$ cat config.mk
export PLATFORM = sky130hd
export DESIGN_NAME = xpbd_ram
export DESIGN_NICKNAME = d
export VERILOG_FILES = /design/src/design/xpbd_ram.sv
export SDC_FILE = /design/constraint.sdc
export NUM_CORES = 2
export LEC_CHECK = 0
export BUFFER_PORTS_ARGS = -buffer_cell sky130_fd_sc_hd__buf_2
export CAP_MARGIN = 10
export CORE_MARGIN = 2
export CORE_UTILIZATION = 45
export DETAILED_ROUTE_END_ITERATION = 10
export GPL_TIMING_DRIVEN = 0
export PLACE_DENSITY = 0.7
export SYNTH_ARGS = -nofsm -noshare
export SYNTH_HDL_FRONTEND = slang
export SYNTH_SLANG_ARGS = --single-unit
$ cat constraint.sdc
create_clock -name clk -period 4.75 [get_ports clk]
set_input_delay 0.95 -clock clk [delete_from_list [all_inputs] [get_ports clk]]
set_output_delay 0.95 -clock clk [all_outputs]
set_load 0.05 [all_outputs]
$ cat src/design/xpbd_ram.sv
`timescale 1ns / 1ps

module xpbd_ram #(
	parameter int DEPTH = 64,
	parameter int WIDTH = 32
) (
	input  logic                     clk,
	input  logic                     we,
	input  logic [$clog2(DEPTH)-1:0] addr,
	input  logic [WIDTH-1:0]         wdata,
	output logic [WIDTH-1:0]         rdata
);

	logic [WIDTH-1:0] mem [DEPTH];

	always_ff @(posedge clk) begin
		if (we) begin
			mem[addr] <= wdata;
		end
		rdata <= mem[addr];
	end

endmodule

==> summary.md <==
| Metric | Value |
|---|---|
| Tcrit/Tclk final | 1.06 |
| Share of the synthesized area in the top cell type | 0.779 |
| Area grow syn2layout | 16.5% |
| Asr flop ratio synth | 0 |
| Die Span X | 423 um |
| CTS sink cnt | 2080 |
| Max_slew headroom | 0.0892 |
| Via density | 6.46 |
| Final wirelength | 238000 um |
| Place WS | -1.04 ns |
| Distinct cells, synth | 56 |
| Depth of the CTS H-tree | 4 |
| Via count | 46300 |
| Worst-margin pin slew | 1.36 ns |
| CTS tree | yes |
| Die ar. | 0.179 mm2 |
| Antenna violations before repair | 12 |
| Drt first-iter violations | 8449 |
| Post-synthesis cell count | 4239 |
| CP peak stage delay | 0.75 ns |
| Post-synthesis compound-gate area fraction | 0.0866 |
| Commonest cells after routing, fill and taps aside | 2048 x edfxtp_1, 259 x mux2i_1, 207 x clkbuf_16 |
| Sw frac | 0.228 |
| Post-layout util | 0.528 |
| Hold Slack | 0.515 ns |
| Die height | 423 um |
| Violated checks | negative setup slack |
| Sequential fraction of the synthesis area | 0.787 |
| Crit-path cells | buf_2 -> buf_2 -> buf_2 -> buf_2 -> buf_2 -> buf_2 -> buf_2 -> nand3_1 -> nor2_4 -> buf_12 |
| Total gr overflow | 0 |
| Largest net degree at the start of global routing | 65 |
| Worst-path clk slew | 0.06 ns |
| Gr usage total | 0.259 |
| Mux share of post-synthesis cell area | 0.0812 |
| Simple-gate area share of the yosys netlist | 0.0281 |
| Power share of the sequential group | 0.526 |
| Syn Nets | 4279 |
| Synth Flop Type | edfxtp_1 |
| Worst Hold Class | in -> reg |
| Adder-cell share of the synthesized area | 0 |
| Final ANT Viol Nets | 0 |
| Largest family of logic cells by synthesized area | compound AO/OA/AOI/OAI gates |
| VDD IR max | 454 uV |
| Final nets | 4699 |
| Worst Path Class, Setup | in -> reg |
| Post-synthesis xor/xnor area fraction | 0 |
| Synth warn | 0 |
| Vias in the first global route | 44800 |
| # DRC | 0 |
| Leak | 0.0295 uW |
| Initial Utilization | 0.454 |
| CP Max Fanout | 22 |
| Setup violators final | 130 |
| Setup ws final | -0.266 ns |
| Fmax | 0.199 GHz |
| Unrepaired setup endpoints after global routing | yes |
| Comb pwr share | 0.062 |
| Cell Int Power | 29900 uW |
| I/O Pins | 72 |
| Global-route wire length before repair | 329000 um |
| Maximum clock insertion buffer count | 3 |
| Worst path required time | 5.29 ns |
| DP Wirelength | 151000 um |
| Input/output buffers | 70 |
| Commonest non-fill, non-tap cell in the layout | edfxtp_1 |
| Max-Cap Viols | 0 |
| Clock power frac | 0.412 |
| Startpoint types | input pin |
| Clock Latency Late Sink | 0.87 ns |
| Power Dens Cells | 421 mW/mm2 |
| Power after layout | 38700 uW |
| Crit path DAT | 5.56 ns |
| Final Slew Violations | 0 |
| Area contributors post-synth | edfxtp_1 78%, mux2i_1 3.3%, mux4_2 2.7% |
| Core Area | 0.174 mm2 |
| GPL Wtd Cong | 0.942 |
| Outcome | finished with violations |
| CTS root buffer | clkbuf_16 |
| FP Rows | 153 |
| Skew final | 0.0384 ns |
| TritonCTS Buffers | 204 |
| Slowest cell on crit path | nand3_1 |
| Wire length per cell | 33.2 um |
| Hold Vio Cnt, Final | 0 |
| Fin crit period | 5.02 ns |
| Switch Pwr | 8830 uW |
| Syn avg cell area | 18.6 um2 |
| Yosys reg bits | 2080 |
| EDFF count, synth | 2048 |
| TNS Setup | -17.56 ns |
| Mapped Area | 0.0789 mm2 |
| Pre-antenna DRT Iters | 7 |
| Share of layout cells above drive strength 1 | 0.193 |
| Post-synth top area cell | edfxtp_1 |
| Most used cell, CP | buf_2 |
| Worst setup EP type | register |
==> metrics by stage <==
stage          area (um2)  std cells
2_1_floorplan       78900       4239
3_3_place_gp        82200       6634
3_5_place_dp        84300       6715
4_1_cts             91400       7124
5_1_grt             91900       7161
6_report            91900       7165
==> final timing paths <==
| check | start | endpoint | slack, ns | cells past startpoint |
|---|---|---|---|---|
| max | addr[2] | mem[22][21]$_DFFE_PP_ | -0.27 | 10 |
| min | wdata[4] | mem[25][4]$_DFFE_PP_ | 0.51 | 1 |
| max reg2reg | mem[23][13]$_DFFE_PP_ | rdata[13]$_DFF_P_ | 1.80 | 5 |
| min reg2reg | mem[4][20]$_DFFE_PP_ | rdata[20]$_DFF_P_ | 0.71 | 4 |
==> flip-flops by register name, summed over array words and instances, names as in the netlist <==
| register | flops |
|---|---|
| mem | 2048 |
| rdata | 32 |
==> layout make-up <==
| cell class | instances | area (um2) |
|---|---|---|
| fillers | 13200 | 82100 |
| plain buffers | 298 | 1330 |
| clock buffers | 241 | 5320 |
| flip-flops and latches | 2080 | 62100 |
| repair buffers | 214 | 2920 |
| diodes | 7 | 17.5 |
| well taps | 2325 | 2910 |
| clock inverters | 139 | 1240 |
| inverters | 2 | 7.51 |
| multi-input cells | 1859 | 16000 |
==> critical path: cells and delay by family <==
family | cells | cell delay, ns
buf+inv | 8 | 3.03
simple gates | 2 | 1.48
==> repair_timing <==
action	4_1_cts	5_1_grt
endpoints found under the setup margin	345	217
resized for setup	6	7
setup buffers	29	16
hold buffers	0	0
pin swaps	22	7
==> cells by family after synthesis <==
kind of cell / Yosys count
AO/OA/AOI/OAI: 933
buffers and inverters: 300
flip-flops: 2080
multiplexers: 502
AND/OR/NAND/NOR: 424
==> power groups by stage <==
stage | Combinational, uW | Clock (uW) | Sequential [uW]
floorplan | 972 | 0 | 20900
global placement | 2170 | 0 | 20800
detailed placement | 2270 | 0 | 20800
CTS | 2290 | 16000 | 20400
global route | 2450 | 16700 | 20400
finish | 2400 | 16000 | 20400
==> cell usage after synthesis (all sizes together), types with 6 or more instances <==
| library cell | instances |
|---|---|
| or4b | 14 |
| nand2b | 18 |
| a211oi | 17 |
| nor3 | 22 |
| o2bb2ai | 15 |
| a31oi | 43 |
| nor4 | 14 |
| o22a | 70 |
| nand2 | 28 |
| nand3 | 54 |
| nor2 | 145 |
| buf | 129 |
| clkbuf | 169 |
| a22oi | 188 |
| edfxtp | 2048 |
| a221oi | 175 |
| o221ai | 6 |
| a21oi | 121 |
| or4 | 15 |
| mux2i | 259 |
| mux2 | 147 |
| nor2b | 8 |
| mux4 | 96 |
| o21ai | 85 |
| a2111oi | 15 |
| a221o | 15 |
| a22o | 66 |
| a222oi | 16 |
| o22ai | 93 |
| and3 | 85 |
| dfxtp | 32 |
==> metal layers <==
layer / vias to the layer above / wire length [um] / part of all wire / track usage
li1: 18500 / - / - / -
met1: 23300 / 83100 / 0.35 / 0.338
met2: 3708 / 107000 / 0.45 / 0.396
met3: 785 / 32100 / 0.13 / 0.0703
met4: 10 / 16200 / 0.068 / 0.145
met5: - / 104 / 0.00044 / 0
No activity file was read; power rests on OpenSTA's default activity.
