File: src/design/xpbd_pkg.sv
`timescale 1ns / 1ps

package xpbd_pkg;

	localparam int PARTICLES = 64;
	localparam int IDX_W     = $clog2(PARTICLES);

	localparam int S_TDATA_W = 272;
	localparam int M_TDATA_W = 128;

	// action codes
	localparam logic [1:0] ACT_LOAD  = 2'd0;
	localparam logic [1:0] ACT_SOLVE = 2'd1;
	localparam logic [1:0] ACT_READ  = 2'd2;

	// status codes
	localparam logic [2:0] ST_DONE      = 3'd0;
	localparam logic [2:0] ST_SOLVED    = 3'd1;
	localparam logic [2:0] ST_NOT_EVAL  = 3'd2;
	localparam logic [2:0] ST_ZERO_WGT  = 3'd3;
	localparam logic [2:0] ST_ZERO_LEN  = 3'd4;

	// one particle row: position low, then mass, flags on top
	typedef struct packed {
		logic [1:0]        flags;
		logic [31:0]       mass;
		logic [2:0][31:0]  pos;
	} row_t;

	localparam int ROW_W = $bits(row_t);

	// request to the shared divider
	typedef struct packed {
		logic        start;
		logic [63:0] rem_init;
		logic [31:0] low;
		logic [63:0] divisor;
	} div_req_t;

	function automatic logic signed [31:0] sat32(input logic signed [49:0] v);
		if (v > 50'sd2147483647) begin
			return 32'sh7fffffff;
		end else if (v < -50'sd2147483648) begin
			return 32'sh80000000;
		end else begin
			return v[31:0];
		end
	endfunction

endpackage

File: src/design/xpbd_isqrt.sv
`timescale 1ns / 1ps

module xpbd_isqrt
	import xpbd_pkg::*;
(
	input  logic        clk,
	input  logic        arst_n,
	input  logic        start,
	input  logic [65:0] n,
	output logic        done,
	output logic [32:0] root
);

	logic [65:0] n_q;
	logic [35:0] rem_q;
	logic [32:0] root_q;
	logic [5:0]  cnt_q;
	logic        busy_q;
	logic        done_q;

	logic [36:0] r4;
	logic [36:0] trial;
	logic        ge;
	logic [36:0] diff;

	// two radicand bits a step, one root bit a step
	assign r4    = {rem_q[34:0], n_q[65:64]};
	assign trial = {2'b00, root_q, 2'b01};
	assign ge    = r4 >= trial;
	assign diff  = r4 - trial;

	always_ff @(posedge clk or negedge arst_n) begin
		if (!arst_n) begin
			busy_q <= 1'b0;
			done_q <= 1'b0;
			cnt_q  <= '0;
		end else begin
			done_q <= 1'b0;
			if (start) begin
				n_q    <= n;
				rem_q  <= '0;
				root_q <= '0;
				cnt_q  <= '0;
				busy_q <= 1'b1;
			end else if (busy_q) begin
				n_q    <= {n_q[63:0], 2'b00};
				rem_q  <= ge ? diff[35:0] : r4[35:0];
				root_q <= {root_q[31:0], ge};
				cnt_q  <= cnt_q + 6'd1;
				if (cnt_q == 6'd32) begin
					busy_q <= 1'b0;
					done_q <= 1'b1;
				end
			end
		end
	end

	assign done = done_q;
	assign root = root_q;

endmodule

File: config.mk
export PLATFORM = sky130hd
export DESIGN_NAME = xpbd_isqrt
export DESIGN_NICKNAME = d
export VERILOG_FILES = /design/src/design/xpbd_pkg.sv /design/src/design/xpbd_isqrt.sv
export SDC_FILE = /design/constraint.sdc
export NUM_CORES = 1
export LEC_CHECK = 0
export ABC_CLOCK_PERIOD_IN_PS = 13400
export BUFFER_PORTS_ARGS = -buffer_cell sky130_fd_sc_hd__buf_2
export CORE_MARGIN = 8
export CORE_UTILIZATION = 35
export CTS_CLUSTER_SIZE = 28
export DETAILED_ROUTE_END_ITERATION = 6
export SLEW_MARGIN = 15
export SYNTH_ARGS = -nofsm -noshare
export SYNTH_HDL_FRONTEND = slang
export SYNTH_SLANG_ARGS = --single-unit
File: constraint.sdc
create_clock -name clk -period 13.4 [get_ports clk]
set_input_delay 1.34 -clock clk [delete_from_list [all_inputs] [get_ports clk]]
set_output_delay 1.34 -clock clk [all_outputs]
set_load 0.01 [all_outputs]
==> results by group <==
Die
  – Die Footprint: a little under 0.03 sq mm
  – Die Ht: roughly 170 um
  – Core outline area: roughly 0.024 sq mm
  – I/O pin total: roughly 100
  – Initial Utilization: about 36%
  – DIE WIDTH: about 170 um
  – Count of standard-cell rows: 57

GRT
  – GR Overflow Total: 0
  – First-pass GRT wire length: 31500 um
  – Vias in the first global route: 6091
  – Initial antenna violation count: 6
  – All-Layer GR Usage: around 13%
  – Largest net degree at the start of global routing: 85

Logic synthesis
  – Synth area leader: edfxtp_1
  – Synth Register Bits: 142
  – Synth top area cells: edfxtp_1 47%, mux2_2 8.5%, mux2i_1 7.0%, ha_1 5.4%, nor2_1 4.2%
  – Post-synth EDFFs: ~130
  – Simple-gate share of the synthesized area: about a tenth
  – Post-Synth Adder-Cell Area: ~5.4%
  – Post-synthesis compound-gate area fraction: approximately 12%
  – Share of the synthesized area in the top cell type: between 40% and 50%
  – Largest family of logic cells by synthesized area: multiplexers
  – Syn nets: around 870
  – Top FF cell, synth: edfxtp_1
  – Synth cell types: 59
  – Cell area after synthesis: around 0.0086 sq mm
  – Cell count after synthesis: ~770
  – Mapped Avg Cell Area: between 10 and 15 sq um
  – Seq/Total Area, Yosys: between 40% and 50%
  – Post-synthesis xor/xnor area fraction: 3.47%
  – Post-synthesis mux area share: 15.5%
  – Post-synth ARST share: around 5.6%
  – Yosys Warn Count: 0

Power
  – Power Density: between 150 and 200 mW/mm^2
  – Total power draw: roughly 1.7 mW
  – Leakage: 4.15 nW
  – Maximum vdd drop: between 80 and 90 uV

Route
  – Average wire per standard cell: around 16 um
  – Number of remaining DRC errors: 0
  – DRT Wirelength: roughly 19000 um
  – Via density per instance: between 5 and 6
  – Antenna-violating nets left: 0
  – Drt first pass iters: 4
  – DR iter-0 viols: around 300
  – Total number of vias: around 6k

STA
  – Min cycle time layout: roughly 3.8 ns
  – Final Max Slew Viols: 0
  – Worst slew pin tran: about 1 ns
  – Unrepaired setup endpoints after global routing: no
  – Setup Skew: around 0.012 ns
  – Setup violators final: 0
  – Final Hold Fails: 0
  – Final hold slack: around 0.54 ns
  – Post-route setup slack: approximately 9.6 ns
  – Tcrit/Tclk final: roughly 28%
  – Setup_tns: 0 ns
  – Slew Limit Headroom: between 30% and 40%
  – Fmax: 267 MHz

Clock tree
  – Clock transition at the registers of the reported paths: 0.07 ns
  – Hold Buf Count CTS: 0
  – Post-cts resize count: 0
  – Clk sinks: 142
  – Num CTS Buffers: 17
  – CTS H-tree depth: 4
  – CTS Buffer Depth: 2
  – Setup bufs post-CTS: 0
  – CTS tree: done
  – Clock Latency Late Sink: between 0.4 and 0.5 ns
  – CTS root buf: clkbuf_16

Critical path
  – Crit-path max FO: 41
  – Worst Setup Start Kind: flip-flop
  – CP Data Required Time: 13.54 ns
  – WS Path Type: flip-flop to flip-flop
  – Critical Path End Type: flip-flop
  – Worst Path Arrival: between 3 and 4 ns

Finish
  – Reg area: 0.00423 sq mm
  – Layout Nets: roughly 950
  – # fillers: approximately 2.4k
  – Synthesis-to-finish area growth: 16.0%
  – Most frequent cells in the layout: 134 x edfxtp_1, 100 x buf_2, 95 x nor2_1, 65 x mux2_2, 60 x mux2i_1
  – Final Util: about two fifths
  – Post-Layout Cell Count: 1187
  – Leading cell type in the layout, fill and taps excluded: edfxtp_1
  – Area of the multi-input gates: 0.00399 sq mm
  – Final std cell area, no fill: around 0.010 sq mm
  – Share of layout cells above drive strength 1: ~25%

Place
  – Placed Cells: 1153
  – Dpl cell area: a little over 0.009 sq mm
  – Routability cong.: around 0.84
  – Port-buffer cells: 102
  – Pre-CTS setup slack: 9.25 ns
  – DP HPWL: roughly 13000 um

Run
  – Max Cap Violations: 0

Worst hold path
  – HP Class: flip-flop to flip-flop

Outcome
  – Status: complete, no violations
## layer usage
| layer | part of all wire [%] | vias up | GRT usage [%] |
|---|---|---|---|
| li1 | - | 3009 | - |
| met1 | 46 | 2837 | 16.0 |
| met2 | 43 | 144 | 19.3 |
| met3 | 9.2 | 28 | 6.84 |
| met4 | 1.2 | 12 | 3.20 |
| met5 | 0.41 | - | 0 |
## flip-flops by register name, indices dropped and copies added (netlist names)
name and count:
busy_q 1, cnt_q 6, done 1, n_q 66
rem_q 35, root 33
## worst max-delay path, cell delays in order (launching register included)
cell and delay [ns]:
edfxtp_1 0.39, inv_1 0.06, ha_1 0.39, a21o_1 0.21
a21o_1 0.18, a221oi_2 0.30, o211ai_1 0.16, a221o_1 0.43
nor4_4 0.35, or2_4 0.64, mux2i_1 0.26, a211oi_1 0.09
## logic make-up after synthesis
kind of cell	after synthesis
buffers and inverters	89
muxes	125
xor gates and xnor gates	34
DFF	142
and+or+nand+nor	184
AOI/OAI and AO/OA	154
adders and majority gates	37
## path summary, 6_finish.rpt
path	startpoint	endpoint	slack (ns)	cells past startpoint
worst min register to register	n_q[21]$_DFFE_PP_	n_q[23]$_DFFE_PP_	0.54	1
min in group asynchronous	arst_n	cnt_q[2]$_DFFE_PN0N_	0.89	1
worst max-delay path	root[16]$_SDFFCE_PP0P_	rem_q[21]$_SDFFCE_PP0P_	9.65	11
worst min-delay path	n_q[21]$_DFFE_PP_	n_q[23]$_DFFE_PP_	0.54	1
worst max register to register	root[16]$_SDFFCE_PP0P_	rem_q[21]$_SDFFCE_PP0P_	9.65	11
max in group asynchronous	arst_n	busy_q$_DFF_PN0_	11.52	2
## cells in the mapped netlist, types with 11 or more instances
master	n
mux2i_1	60
nand2_1	30
nor2_1	95
a211oi_1	32
clkbuf_1	27
xor2_1	11
edfxtp_1	134
inv_1	47
o21ai_0	21
a21oi_1	37
mux2_2	65
a21o_1	12
nor3_1	11
ha_1	37
xnor2_1	23
## report_power, final
part / switching, mW / leakage [nW] / internal (mW)
Clock: 0.227 / 0.297 / 0.270
Combinational: 0.311 / 2.40 / 0.258
Sequential: 0.0388 / 1.45 / 0.561
Total: 0.577 / 4.15 / 1.09
## cell type report
type	instances	area share, %
diodes	2	0.0502
clock inverters	15	1.87
multi-input cells	534	40.1
flip-flops and latches	142	42.4
inverters	47	1.77
clock buffers	17	4.27
well taps	324	4.07
repair buffers	106	5.48
(Power assumes the default switching activity.)
