--- config.mk ---
export PLATFORM = sky130hd
export DESIGN_NAME = xpbd_div
export DESIGN_NICKNAME = d
export VERILOG_FILES = /design/src/design/xpbd_pkg.sv /design/src/design/xpbd_div.sv
export SDC_FILE = /design/constraint.sdc
export NUM_CORES = 1
export LEC_CHECK = 0
export BUFFER_PORTS_ARGS = -buffer_cell sky130_fd_sc_hd__buf_4
export CAP_MARGIN = 20
export CORE_ASPECT_RATIO = 1.25
export CORE_MARGIN = 2
export CORE_UTILIZATION = 35
export DETAILED_ROUTE_END_ITERATION = 16
export PLACE_DENSITY = 0.61
export SYNTH_ARGS = -nofsm -noshare
export SYNTH_HDL_FRONTEND = slang
export SYNTH_SLANG_ARGS = --single-unit
export TNS_END_PERCENT = 30
--- constraint.sdc ---
create_clock -name clk -period 4.2 [get_ports clk]
set_clock_uncertainty 0.15 [all_clocks]
set_input_delay 0.63 -clock clk [delete_from_list [all_inputs] [get_ports clk]]
set_output_delay 0.63 -clock clk [all_outputs]
set_load 0.005 [all_outputs]
--- src/design/xpbd_pkg.sv ---
`timescale 1ns / 1ps

package xpbd_pkg;

	localparam int PARTICLES = 64;
	localparam int IDX_W     = $clog2(PARTICLES);

	localparam int S_TDATA_W = 272;
	localparam int M_TDATA_W = 128;

	// action codes
	localparam logic [1:0] ACT_LOAD  = 2'd0;
	localparam logic [1:0] ACT_SOLVE = 2'd1;
	localparam logic [1:0] ACT_READ  = 2'd2;

	// status codes
	localparam logic [2:0] ST_DONE      = 3'd0;
	localparam logic [2:0] ST_SOLVED    = 3'd1;
	localparam logic [2:0] ST_NOT_EVAL  = 3'd2;
	localparam logic [2:0] ST_ZERO_WGT  = 3'd3;
	localparam logic [2:0] ST_ZERO_LEN  = 3'd4;

	// one particle row: position low, then mass, flags on top
	typedef struct packed {
		logic [1:0]        flags;
		logic [31:0]       mass;
		logic [2:0][31:0]  pos;
	} row_t;

	localparam int ROW_W = $bits(row_t);

	// request to the shared divider
	typedef struct packed {
		logic        start;
		logic [63:0] rem_init;
		logic [31:0] low;
		logic [63:0] divisor;
	} div_req_t;

	function automatic logic signed [31:0] sat32(input logic signed [49:0] v);
		if (v > 50'sd2147483647) begin
			return 32'sh7fffffff;
		end else if (v < -50'sd2147483648) begin
			return 32'sh80000000;
		end else begin
			return v[31:0];
		end
	endfunction

endpackage

--- src/design/xpbd_div.sv ---
`timescale 1ns / 1ps

module xpbd_div
	import xpbd_pkg::*;
(
	input  logic        clk,
	input  logic        arst_n,
	input  div_req_t    req,
	output logic        done,
	output logic [31:0] quo
);

	logic [63:0] rem_q;
	logic [31:0] low_q;
	logic [31:0] quo_q;
	logic [63:0] div_q;
	logic [4:0]  cnt_q;
	logic        busy_q;
	logic        done_q;

	logic [64:0] trial;
	logic        ge;
	logic [64:0] diff;

	// restoring step, one quotient bit a cycle
	assign trial = {rem_q, low_q[31]};
	assign ge    = trial >= {1'b0, div_q};
	assign diff  = trial - {1'b0, div_q};

	always_ff @(posedge clk or negedge arst_n) begin
		if (!arst_n) begin
			busy_q <= 1'b0;
			done_q <= 1'b0;
			cnt_q  <= '0;
		end else begin
			done_q <= 1'b0;
			if (req.start) begin
				rem_q  <= req.rem_init;
				low_q  <= req.low;
				div_q  <= req.divisor;
				cnt_q  <= '0;
				busy_q <= 1'b1;
			end else if (busy_q) begin
				rem_q <= ge ? diff[63:0] : trial[63:0];
				low_q <= {low_q[30:0], 1'b0};
				quo_q <= {quo_q[30:0], ge};
				cnt_q <= cnt_q + 5'd1;
				if (cnt_q == 5'd31) begin
					busy_q <= 1'b0;
					done_q <= 1'b1;
				end
			end
		end
	end

	assign done = done_q;
	assign quo  = quo_q;

endmodule

==> results of run 1 <==
-- area by class of cell --
type | instances | area share [%]
sequential | 199 | 40.5
multi-input combinational | 843 | 37.5
timing repair buffer | 225 | 12.0
tap | 423 | 3.61
clock buffer | 18 | 2.93
inverter | 84 | 2.15
clock inverter | 14 | 1.27
-- cell usage after synthesis, types with 7 or more instances --
| master | n |
|---|---|
| nor2_1 | 94 |
| dfrtp_1 | 7 |
| a211oi_1 | 10 |
| nor2b_1 | 8 |
| nand3_1 | 25 |
| ha_1 | 66 |
| o21a_1 | 12 |
| o21bai_1 | 14 |
| and2_1 | 7 |
| nor3_1 | 8 |
| a2bb2oi_1 | 17 |
| a21o_1 | 22 |
| a31oi_1 | 45 |
| inv_1 | 83 |
| clkbuf_1 | 46 |
| a21oi_1 | 96 |
| nand2_1 | 144 |
| mux2_2 | 32 |
| nand4_1 | 23 |
| xor2_1 | 23 |
| o21ai_0 | 57 |
| xnor2_1 | 33 |
| edfxtp_1 | 192 |
| and3_1 | 11 |
-- through the flow --
stage               hold WS (ns)  std cells  util (%)  power (mW)  instance area, um^2
floorplan                  0.184       1185         -        3.84                12000
global placement           0.286       1773      41.6        4.50                14000
detailed placement         0.287       1773      41.6        4.51                14000
CTS                        0.173       1806      43.5        6.28                14700
global route               0.177       1806      43.5        6.58                14700
finish                     0.198       1806      43.5        6.24                14700
-- sequential cells by signal (all words and copies together) (netlist names) --
register	cells
rem_q	64
quo	32
cnt_q	5
div_q	64
done	1
low_q	32
busy_q	1
-- placed cells by master (no fill, tap or decap), types with 6 or more instances in the layout --
cell type and n:
buf_4 219, xnor2_1 33, a21o_1 22, edfxtp_1 192, o21a_1 11, o21bai_1 14
dfrtp_1 7, nor3_1 8, mux2i_1 6, nor4_1 6, nand4_1 23, ha_1 66
mux2_2 32, and2_1 6, nor2_1 94, nand3_1 25, nand2_1 144, inv_1 82
and3_1 11, o21ai_0 55, a31oi_1 45, clkbuf_16 17, a211oi_1 10, a2bb2oi_1 17
nand2b_1 6, o21ai_1 6, nor2b_1 8, xor2_1 23, a21oi_1 96
-- logic make-up after synthesis --
logic type	count (synthesis)
DFF	199
buffers and inverters	143
adders and majority gates	67
AOI/OAI and AO/OA	324
xor gates and xnor gates	56
and+or+nand+nor	358
muxes	38
-- metal layers --
metal,vias up,part of all wire (%),global-route usage [%]
met2,311,52,35.5
met5,-,0,0
met4,0,3.0,7.81
met1,4683,41,23.4
li1,4716,-,-
met3,54,4.8,3.11
-- where the power goes --
part           internal [mW]  switching, mW  total, mW
logic                  0.823           1.18       2.00
clock network          0.912          0.846       1.76
registers               2.40         0.0776       2.47
-- worst register-to-register path: cells and delay by family (launching register included) --
family | cells | cell delay (ns)
buffers and inverters | 1 | 0.25
and+or+nand+nor | 5 | 1.07
adders and majority gates | 1 | 0.42
DFF | 1 | 0.41
AOI/OAI and AO/OA | 5 | 1.39
-- path summary, 6_finish.rpt --
kind                       startpoint  slack (ns)   endpoint
min in group asynchronous      arst_n        0.40   cnt_q[3]
max reg2reg                  rem_q[6]        0.25  rem_q[53]
max in group asynchronous      arst_n        3.36     busy_q
min reg2reg                    quo[9]        0.31    quo[10]
min                           req[24]        0.20  div_q[24]
max                          rem_q[6]        0.25  rem_q[53]
-- repair_timing --
action                     in CTS  in global routing
hold buffers                    1                  0
setup endpoints to repair       0                  3
hold endpoints to repair        7                  0
resized for setup               0                  3
==> run_results.csv, run 1 <==
group,metric,value,unit
critical_path,worst_ep_required_time,4.24,ns
logic_synthesis,synth_fa_ha_area_share,7.05,%
route,wl_per_cell,19.5,um
grt,grt_max_degree,61,
critical_path,worst-path-stages,12,
final_layout,final_nets,1600,
logic_synthesis,synth-main-ff-cell,"edfxtp_1",
outcome,status,"completed",
die,initial_core_util,35.6,%
logic_synthesis,muxShareOfSynthArea,3.50,%
critical_path,cp_slowest_cell,"ha_1",
sta,rsz0062_at_grt,"false",
job,drv_cap,0,
logic_synthesis,synth.net_count,1415,
sta,setup_violations,0,
power,ir_drop,0.245,mV
route,drt-initial-drc-count,594,
logic_synthesis,seq_area_frac_synth,49.5,%
sta,setup_tns,0,ns
logic_synthesis,synth_edf_count,192,
logic_synthesis,postSynthCellCount,1185,
critical_path,critPathCaptureType,"flip-flop",
critical_path,startpoint_type,"flip-flop",
clock_network,path_clk_slew,0.09,ns
placed_design,globalplace.congestion,0.976,
sta,max-slew-margin-rel,48.3,%
clock_network,tritoncts,"done",
route,vias_per_cell,5.41,
grt,antenna_found_initial,0,
logic_synthesis,ys_ff_latch,199,
logic_synthesis,synth_compound_area_share,17.3,%
route,wl,35200,um
logic_synthesis,avgSynthCellArea,10.1,um^2
critical_path,path_max_fanout,21,
route,remaining_drc_errors,0,
grt,grt_first_pass_wirelength,54200,um
die,core,0.0337,mm^2
final_layout,ff_latch_area,0.00594,mm^2
final_layout,n_antenna_cell,0,
logic_synthesis,async_reset_ff_share,3.52,%
min_path,holdPathStages,1,
grt,overflow,0,
critical_path,path_class,"reg2reg",
critical_path,path_buf_inv,1,
placed_design,pre_cts_ws,0.277,ns
power,p_per_area,425,mW/mm^2
logic_synthesis,synth_top_family_by_area,"compound AO/OA/AOI/OAI gates",
final_layout,drive_above_1_share,22.0,%
route,vias,9764,
critical_path,r2r_cells,12,
critical_path,cp.arrival,3.99,ns
logic_synthesis,synth_cell_types,69,
sta,finalCritPeriodShare,94.1,%
sta,layout_setup_ws,0.249,ns
logic_synthesis,yosysTopAreaCell,"edfxtp_1",
sta,worst_pin_slew,0.776,ns
placed_design,port_buffers,195,
die,num_rows,75,
logic_synthesis,netlist_area,0.0120,mm^2
grt,grt_pass1_vias,9905,
logic_synthesis,yosys_warnings,0,
min_path,hold_path_class,"in2reg",
clock_network,cts.sink_count,199,
final_layout,fill_cells,3308,
logic_synthesis,yosys.area_share.simple,13.7,%
final_layout,areaGrowthSynthToFinish,22.2,%
sta,fmax,253,MHz
critical_path,crit_chain,"ha_1 -> nand2_2 -> or2_1 -> a211o_1 -> a211oi_2 -> o21ai_1 -> o2111a_1 -> nor4b_4 -> nor2_4 -> buf_4 -> and3_1 -> a221o_1",
critical_path,critPathTopFamily,"compound AO/OA/AOI/OAI gates",
critical_path,max_stage_delay,0.42,ns
power,p_leak,6.04,nW
die,dieArea,0.0358,mm^2
final_layout,multi_input_area,0.00550,mm^2
die,chipWidth,170,um
logic_synthesis,synth_xor_area_share,4.09,%
die,io_pins,196,
sta,maxSlewViolCount,0,
logic_synthesis,yosys-top-cells-area,"edfxtp_1 (48%), ha_1 (6.9%), nand2_1 (4.5%), a21oi_1 (4.0%), mux2_2 (3.0%)",
clock_network,clock_path_buffers,2,
grt,grt.total_usage,19.7,%
clock_network,cts-root-buf,"clkbuf_16",
die,die_h,211,um
route,ant_nets,0,
route,first_pass_iters,5,
clock_network,htreeDepth,4,
clock_network,numCtsBuffers,17,
logic_synthesis,yosysTopAreaCellShare,48.1,%
sta,hold_violations,0,
clock_network,cts_setup_buffers,0,
placed_design,dp_hpwl,26900,um
sta,min_period,3.95,ns
clock_network,insertion_delay,0.45,ns
Power figures use the tool's default switching activity.
==> inputs of run 2 (changes only) <==
- CELL_PAD_IN_SITES_DETAIL_PLACEMENT: unset -> 2
- CELL_PAD_IN_SITES_GLOBAL_PLACEMENT: unset -> 2
- PLACE_DENSITY: 0.61 -> 0.85
==> run 2 against run 1 <==
Against the previous run: clock-buffer cell count fell by 1; maximum frequency fell by 1.2%; clock power fell by 5%; via count rose by 2.8%; sequential power barely moved; design area fell by 0.76%; critical path depth rose by 1; power fell by 0.57%; worst hold slack got worse by 0.024 ns; sequential share of layout area rose by 0.31 points; register-to-register slack got worse by 0.05 ns; setup slack got worse by 0.049 ns; largest power group unchanged.
==> run_results.csv, run 2 (synthesis gave the netlist of run 1 again) <==
group,metric,value,unit
grt,grt_max_degree,65,
sta,layout_setup_ws,0.200,ns
clock_network,clock_path_buffers,2,
final_layout,final_cell_mix,"buf_4 (207), edfxtp_1 (192), nand2_1 (144)",
die,initial_core_util,35.6,%
sta,maxSlewViolCount,0,
power,clockPowerShare,26.9,%
critical_path,reg2reg_to,"rem_q[56]",
critical_path,r2r_cells,13,
min_path,hold_end,"div_q[31]",
power,pwr-share-seq,40.1,%
placed_design,globalplace.congestion,0.883,
sta,min_period,4.00,ns
min_path,hp-start,"req[31]",
die,die_h,211,um
route,wl_per_cell,22.7,um
sta,worst_pin_slew,0.723,ns
sta,hold_violations,0,
sta,finalCritPeriodShare,95.2,%
route,wl,40800,um
grt,grt_pass1_vias,11461,
die,num_rows,75,
critical_path,worstReg2RegStart,"rem_q[3]",
final_layout,n_antenna_cell,0,
grt,antenna_found_initial,0,
route,remaining_drc_errors,0,
final_layout,final_nets,1589,
outcome,status,"completed",
critical_path,worst_ep_required_time,4.36,ns
job,drv_cap,0,
sta,setup_violations,0,
route,drt-initial-drc-count,498,
die,chipWidth,170,um
clock_network,numCtsBuffers,17,
placed_design,dp_hpwl,30800,um
route,ant_nets,0,
clock_network,insertion_delay,0.48,ns
die,core,0.0337,mm^2
clock_network,cts-root-buf,"clkbuf_16",
final_layout,areaGrowthSynthToFinish,21.2,%
critical_path,rrSetupSlack,0.20,ns
final_layout,final_common_cell,"buf_4",
route,vias,10042,
critical_path,critPathCaptureType,"flip-flop",
final_layout,drive_above_1_share,21.5,%
min_path,holdPathStages,1,
power,p_leak,5.97,nW
final_layout,layout.cells.non_filler,1795,
placed_design,port_buffers,195,
clock_network,path_clk_slew,0.08,ns
placed_design,pre_cts_ws,0.238,ns
die,dieArea,0.0358,mm^2
route,vias_per_cell,5.59,
power,power.internal,4.00,mW
power,ir_drop,0.284,mV
placed_design,place_inst,1762,
clock_network,cts.sink_count,199,
route,first_pass_iters,5,
clock_network,htreeDepth,4,
critical_path,path_class,"reg2reg",
critical_path,cp.arrival,4.16,ns
grt,grt.total_usage,23.3,%
final_layout,largestRegisters,"div_q: 64 flops, rem_q: 64 flops",
critical_path,startpoint_type,"flip-flop",
sta,max-slew-margin-rel,51.8,%
grt,grt_first_pass_wirelength,63800,um
power,p_sw_share,35.4,%
min_path,hold_path_class,"in2reg",
power,p_per_area,426,mW/mm^2
critical_path,path_max_fanout,34,
die,io_pins,196,
sta,fmax,250,MHz
clock_network,tritoncts,"done",
power,switching_power,2.20,mW
grt,overflow,0,
power,combPwrFrac,32.9,%
-- run 2: cell types whose count changed in the layout (fill, tap and decap cells not counted), sizes merged --
cell,previous run,this run
inv,91,94
clkinv,4,3
clkbuf,18,17
bufinv,2,0
buf,224,213
clkinvlp,1,2
-- run 2: how the worst max path moves through the flow --
stage                     startpoint   endpoint  slack (ns)
after floorplan             req[160]   low_q[0]        0.17
after global placement      rem_q[0]   rem_q[0]        0.40
after detailed placement    rem_q[3]  rem_q[56]        0.24
after CTS                   rem_q[3]   rem_q[9]        0.20
after global routing        rem_q[3]  rem_q[40]      -0.002
final                       rem_q[3]  rem_q[56]        0.20
-- run 2: area by class of cell --
| cell class | count | area [um^2] |
|---|---|---|
| clock buffers | 17 | 425 |
| clock inverters | 15 | 151 |
| fillers | 3530 | 19100 |
| inverters | 84 | 315 |
| multi-input cells | 843 | 5510 |
| flip-flops and latches | 199 | 5940 |
| well taps | 423 | 529 |
| repair buffers | 214 | 1680 |
-- run 2: metrics by stage --
step	power, mW	utilization, %	cell area (um^2)	TNS [ns]	hold WS (ns)
global route	6.52	43.2	14500	-0.00210	0.159
finish	6.20	43.2	14500	0	0.174
detailed placement	4.54	41.4	13900	0	0.289
CTS	6.25	43.1	14500	0	0.152
global placement	4.43	41.4	13900	0	0.287
floorplan	3.84	-	12000	0	0.184
-- run 2: power by group through the flow --
stage	registers [mW]	logic, mW	clock network [mW]
3_3_place_gp	2.51	1.92	0
3_5_place_dp	2.53	2.01	0
2_1_floorplan	2.50	1.34	0
6_report	2.49	2.04	1.67
5_1_grt	2.51	2.25	1.76
4_1_cts	2.49	2.05	1.72
-- run 2: worst max-delay path, cell delays in order, from the launching register on --
cell and delay, ns:
edfxtp_1 0.43, ha_1 0.43, nand3_1 0.14, o21bai_1 0.22
a211o_1 0.35, a211oi_2 0.29, o21ai_1 0.16, o2111a_1 0.34
nor4b_4 0.40, nor2_4 0.10, inv_2 0.12, buf_12 0.23
nand4_1 0.20, a2bb2oi_1 0.26
-- run 2: metal layers --
metal,GRT usage (%),wire length [um],part of all wire (%),vias to the layer above
li1,-,-,-,4698
met1,25.8,16100,39,5046
met2,42.5,21400,53,224
met3,4.98,1810,4.4,74
met4,10.7,1500,3.7,0
met5,0,0,0,-
-- run 2: timing repair --
action                                 in CTS  in global routing
endpoints found under the hold margin       7                  0
hold buffers                                1                  0
gates resized for setup                     0                  3
buffers inserted                            0                  0
setup endpoints to repair                   0                  3
==> inputs of run 3 (changes only) <==
- CORE_MARGIN: 2 -> 5
- TNS_END_PERCENT: 30 -> 50
==> run 3 against run 2 <==
Against the previous run: sequential power is essentially flat; via count shrank 0.13%; register-to-register slack lost 0.03 ns; clock-buffer cell count is the same; sequential cell count is the same.
==> run_results.csv, run 3 (synthesis gave the netlist of run 1 again) <==
group,metric,value,unit
sta,layout_setup_ws,0.167,ns
critical_path,crit_chain,"ha_1 -> nand2_2 -> or2_1 -> a211o_1 -> a211oi_2 -> o21ai_1 -> o2111a_1 -> nor4b_4 -> nor2_4 -> inv_2 -> buf_4 -> o21ai_0 -> a2bb2oi_1",
clock_network,cts-root-buf,"clkbuf_16",
die,io_pins,196,
placed_design,dp_hpwl,31600,um
final_layout,layout.cells.non_filler,1804,
final_layout,n_antenna_cell,0,
route,vias,10029,
sta,finalCritPeriodShare,96.0,%
critical_path,critPathCaptureType,"flip-flop",
grt,grt.total_usage,21.5,%
die,initial_core_util,35.6,%
die,chipWidth,176,um
power,p_per_area,425,mW/mm^2
clock_network,tritoncts,"done",
final_layout,drive_above_1_share,22.1,%
route,ant_nets,0,
placed_design,port_buffers,195,
final_layout,areaGrowthSynthToFinish,21.5,%
die,die_h,217,um
sta,max-slew-margin-rel,50.3,%
critical_path,max_stage_delay,0.43,ns
sta,maxSlewViolCount,0,
sta,setup_violations,0,
sta,fmax,248,MHz
critical_path,path_max_fanout,18,
outcome,status,"completed",
critical_path,critPathTopFamily,"compound AO/OA/AOI/OAI gates",
sta,setup_tns,0,ns
route,wl,41300,um
die,core,0.0337,mm^2
grt,grt_pass1_vias,11418,
job,drv_cap,0,
route,wl_per_cell,22.9,um
sta,hold_violations,0,
final_layout,final_cell_mix,"buf_4 (219), edfxtp_1 (192), nand2_1 (144)",
power,ir_drop,0.325,mV
sta,worst_pin_slew,0.739,ns
placed_design,place_inst,1770,
grt,antenna_found_initial,0,
grt,grt_max_degree,65,
route,drt-initial-drc-count,416,
route,remaining_drc_errors,0,
route,vias_per_cell,5.56,
min_path,hold_path_class,"in2reg",
clock_network,path_clk_slew,0.08,ns
placed_design,globalplace.congestion,0.858,
final_layout,largestRegisters,"div_q: 64 flops, rem_q: 64 flops",
route,first_pass_iters,5,
power,p_leak,6.01,nW
critical_path,path_buf_inv,2,
clock_network,htreeDepth,4,
sta,rsz0062_at_grt,"false",
final_layout,final_common_cell,"buf_4",
clock_network,numCtsBuffers,17,
grt,grt_first_pass_wirelength,64000,um
critical_path,path_class,"reg2reg",
critical_path,cp.arrival,4.15,ns
placed_design,pre_cts_ws,0.185,ns
clock_network,cts.sink_count,199,
die,num_rows,75,
die,dieArea,0.0381,mm^2
critical_path,startpoint_type,"flip-flop",
clock_network,insertion_delay,0.47,ns
critical_path,cp_slowest_cell,"ha_1",
critical_path,worst_ep_required_time,4.32,ns
clock_network,clock_path_buffers,2,
sta,min_period,4.03,ns
critical_path,rrSetupSlack,0.17,ns
final_layout,final_nets,1598,
grt,overflow,0,
run 3: cell count changes in the layout (fill, tap and decap cells not counted), moves of 2 or more:
| cell | delta |
|---|---|
| buf_4 | +12 |
| clkinv_2 | +4 |
| buf_12 | -2 |
| clkinv_8 | -2 |
| inv_8 | -2 |
run 3: report_power, final:
part | leakage, nW | total, mW | internal (mW) | switching (mW)
Combinational | 3.80 | 2.04 | 0.811 | 1.23
Sequential | 1.93 | 2.49 | 2.40 | 0.0926
Clock | 0.280 | 1.67 | 0.835 | 0.838
Total | 6.01 | 6.20 | 4.04 | 2.16
run 3: path summary, 6_finish.rpt:
path	start	end	cells past startpoint
max	rem_q[6]	rem_q[59]	13
min	req[49]	div_q[49]	1
max reg2reg	rem_q[6]	rem_q[59]	13
min reg2reg	quo[9]	quo[10]	0
max in group asynchronous	arst_n	cnt_q[4]	2
min in group asynchronous	arst_n	busy_q	2
run 3: stage by stage:
stage	cell area (um^2)	utilization (%)	hold WS, ns	total power, mW
2_1_floorplan	12000	-	0.184	3.84
3_3_place_gp	14000	41.5	0.285	4.43
3_5_place_dp	14000	41.5	0.290	4.54
4_1_cts	14600	43.2	0.155	6.26
5_1_grt	14600	43.3	0.157	6.54
6_report	14600	43.3	0.182	6.20
run 3: layout make-up:
cell class | instances | area [um^2]
Sequential cell | 199 | 5940
Tap cell | 423 | 529
Timing Repair Buffer | 223 | 1710
Inverter | 84 | 315
Multi-Input combinational cell | 843 | 5510
Fill cell | 3554 | 19100
Clock buffer | 17 | 425
Clock inverter | 15 | 143
run 3: repair_timing:
item,in CTS,in global routing
endpoints found under the hold margin,7,0
hold buffers,1,0
buffers inserted,0,1
endpoints found under the setup margin,0,21
resized for setup,0,3
run 3: worst reg2reg max path, stage by stage (launching register included):
cell and delay, ns:
edfxtp_1 0.40, ha_1 0.44, nand2_2 0.12, or2_1 0.26
a211o_1 0.31, a211oi_2 0.30, o21ai_1 0.16, o2111a_1 0.35
nor4b_4 0.41, nor2_4 0.08, inv_2 0.11, buf_4 0.28
o21ai_0 0.17, a2bb2oi_1 0.31
run 3: per-layer routing:
layer | wire length (um) | share of wire, % | track usage [%]
met5 | 0 | 0 | 0
met4 | 1270 | 3.1 | 8.11
met3 | 2270 | 5.5 | 5.59
met2 | 21900 | 53 | 40.0
met1 | 15900 | 38 | 23.2
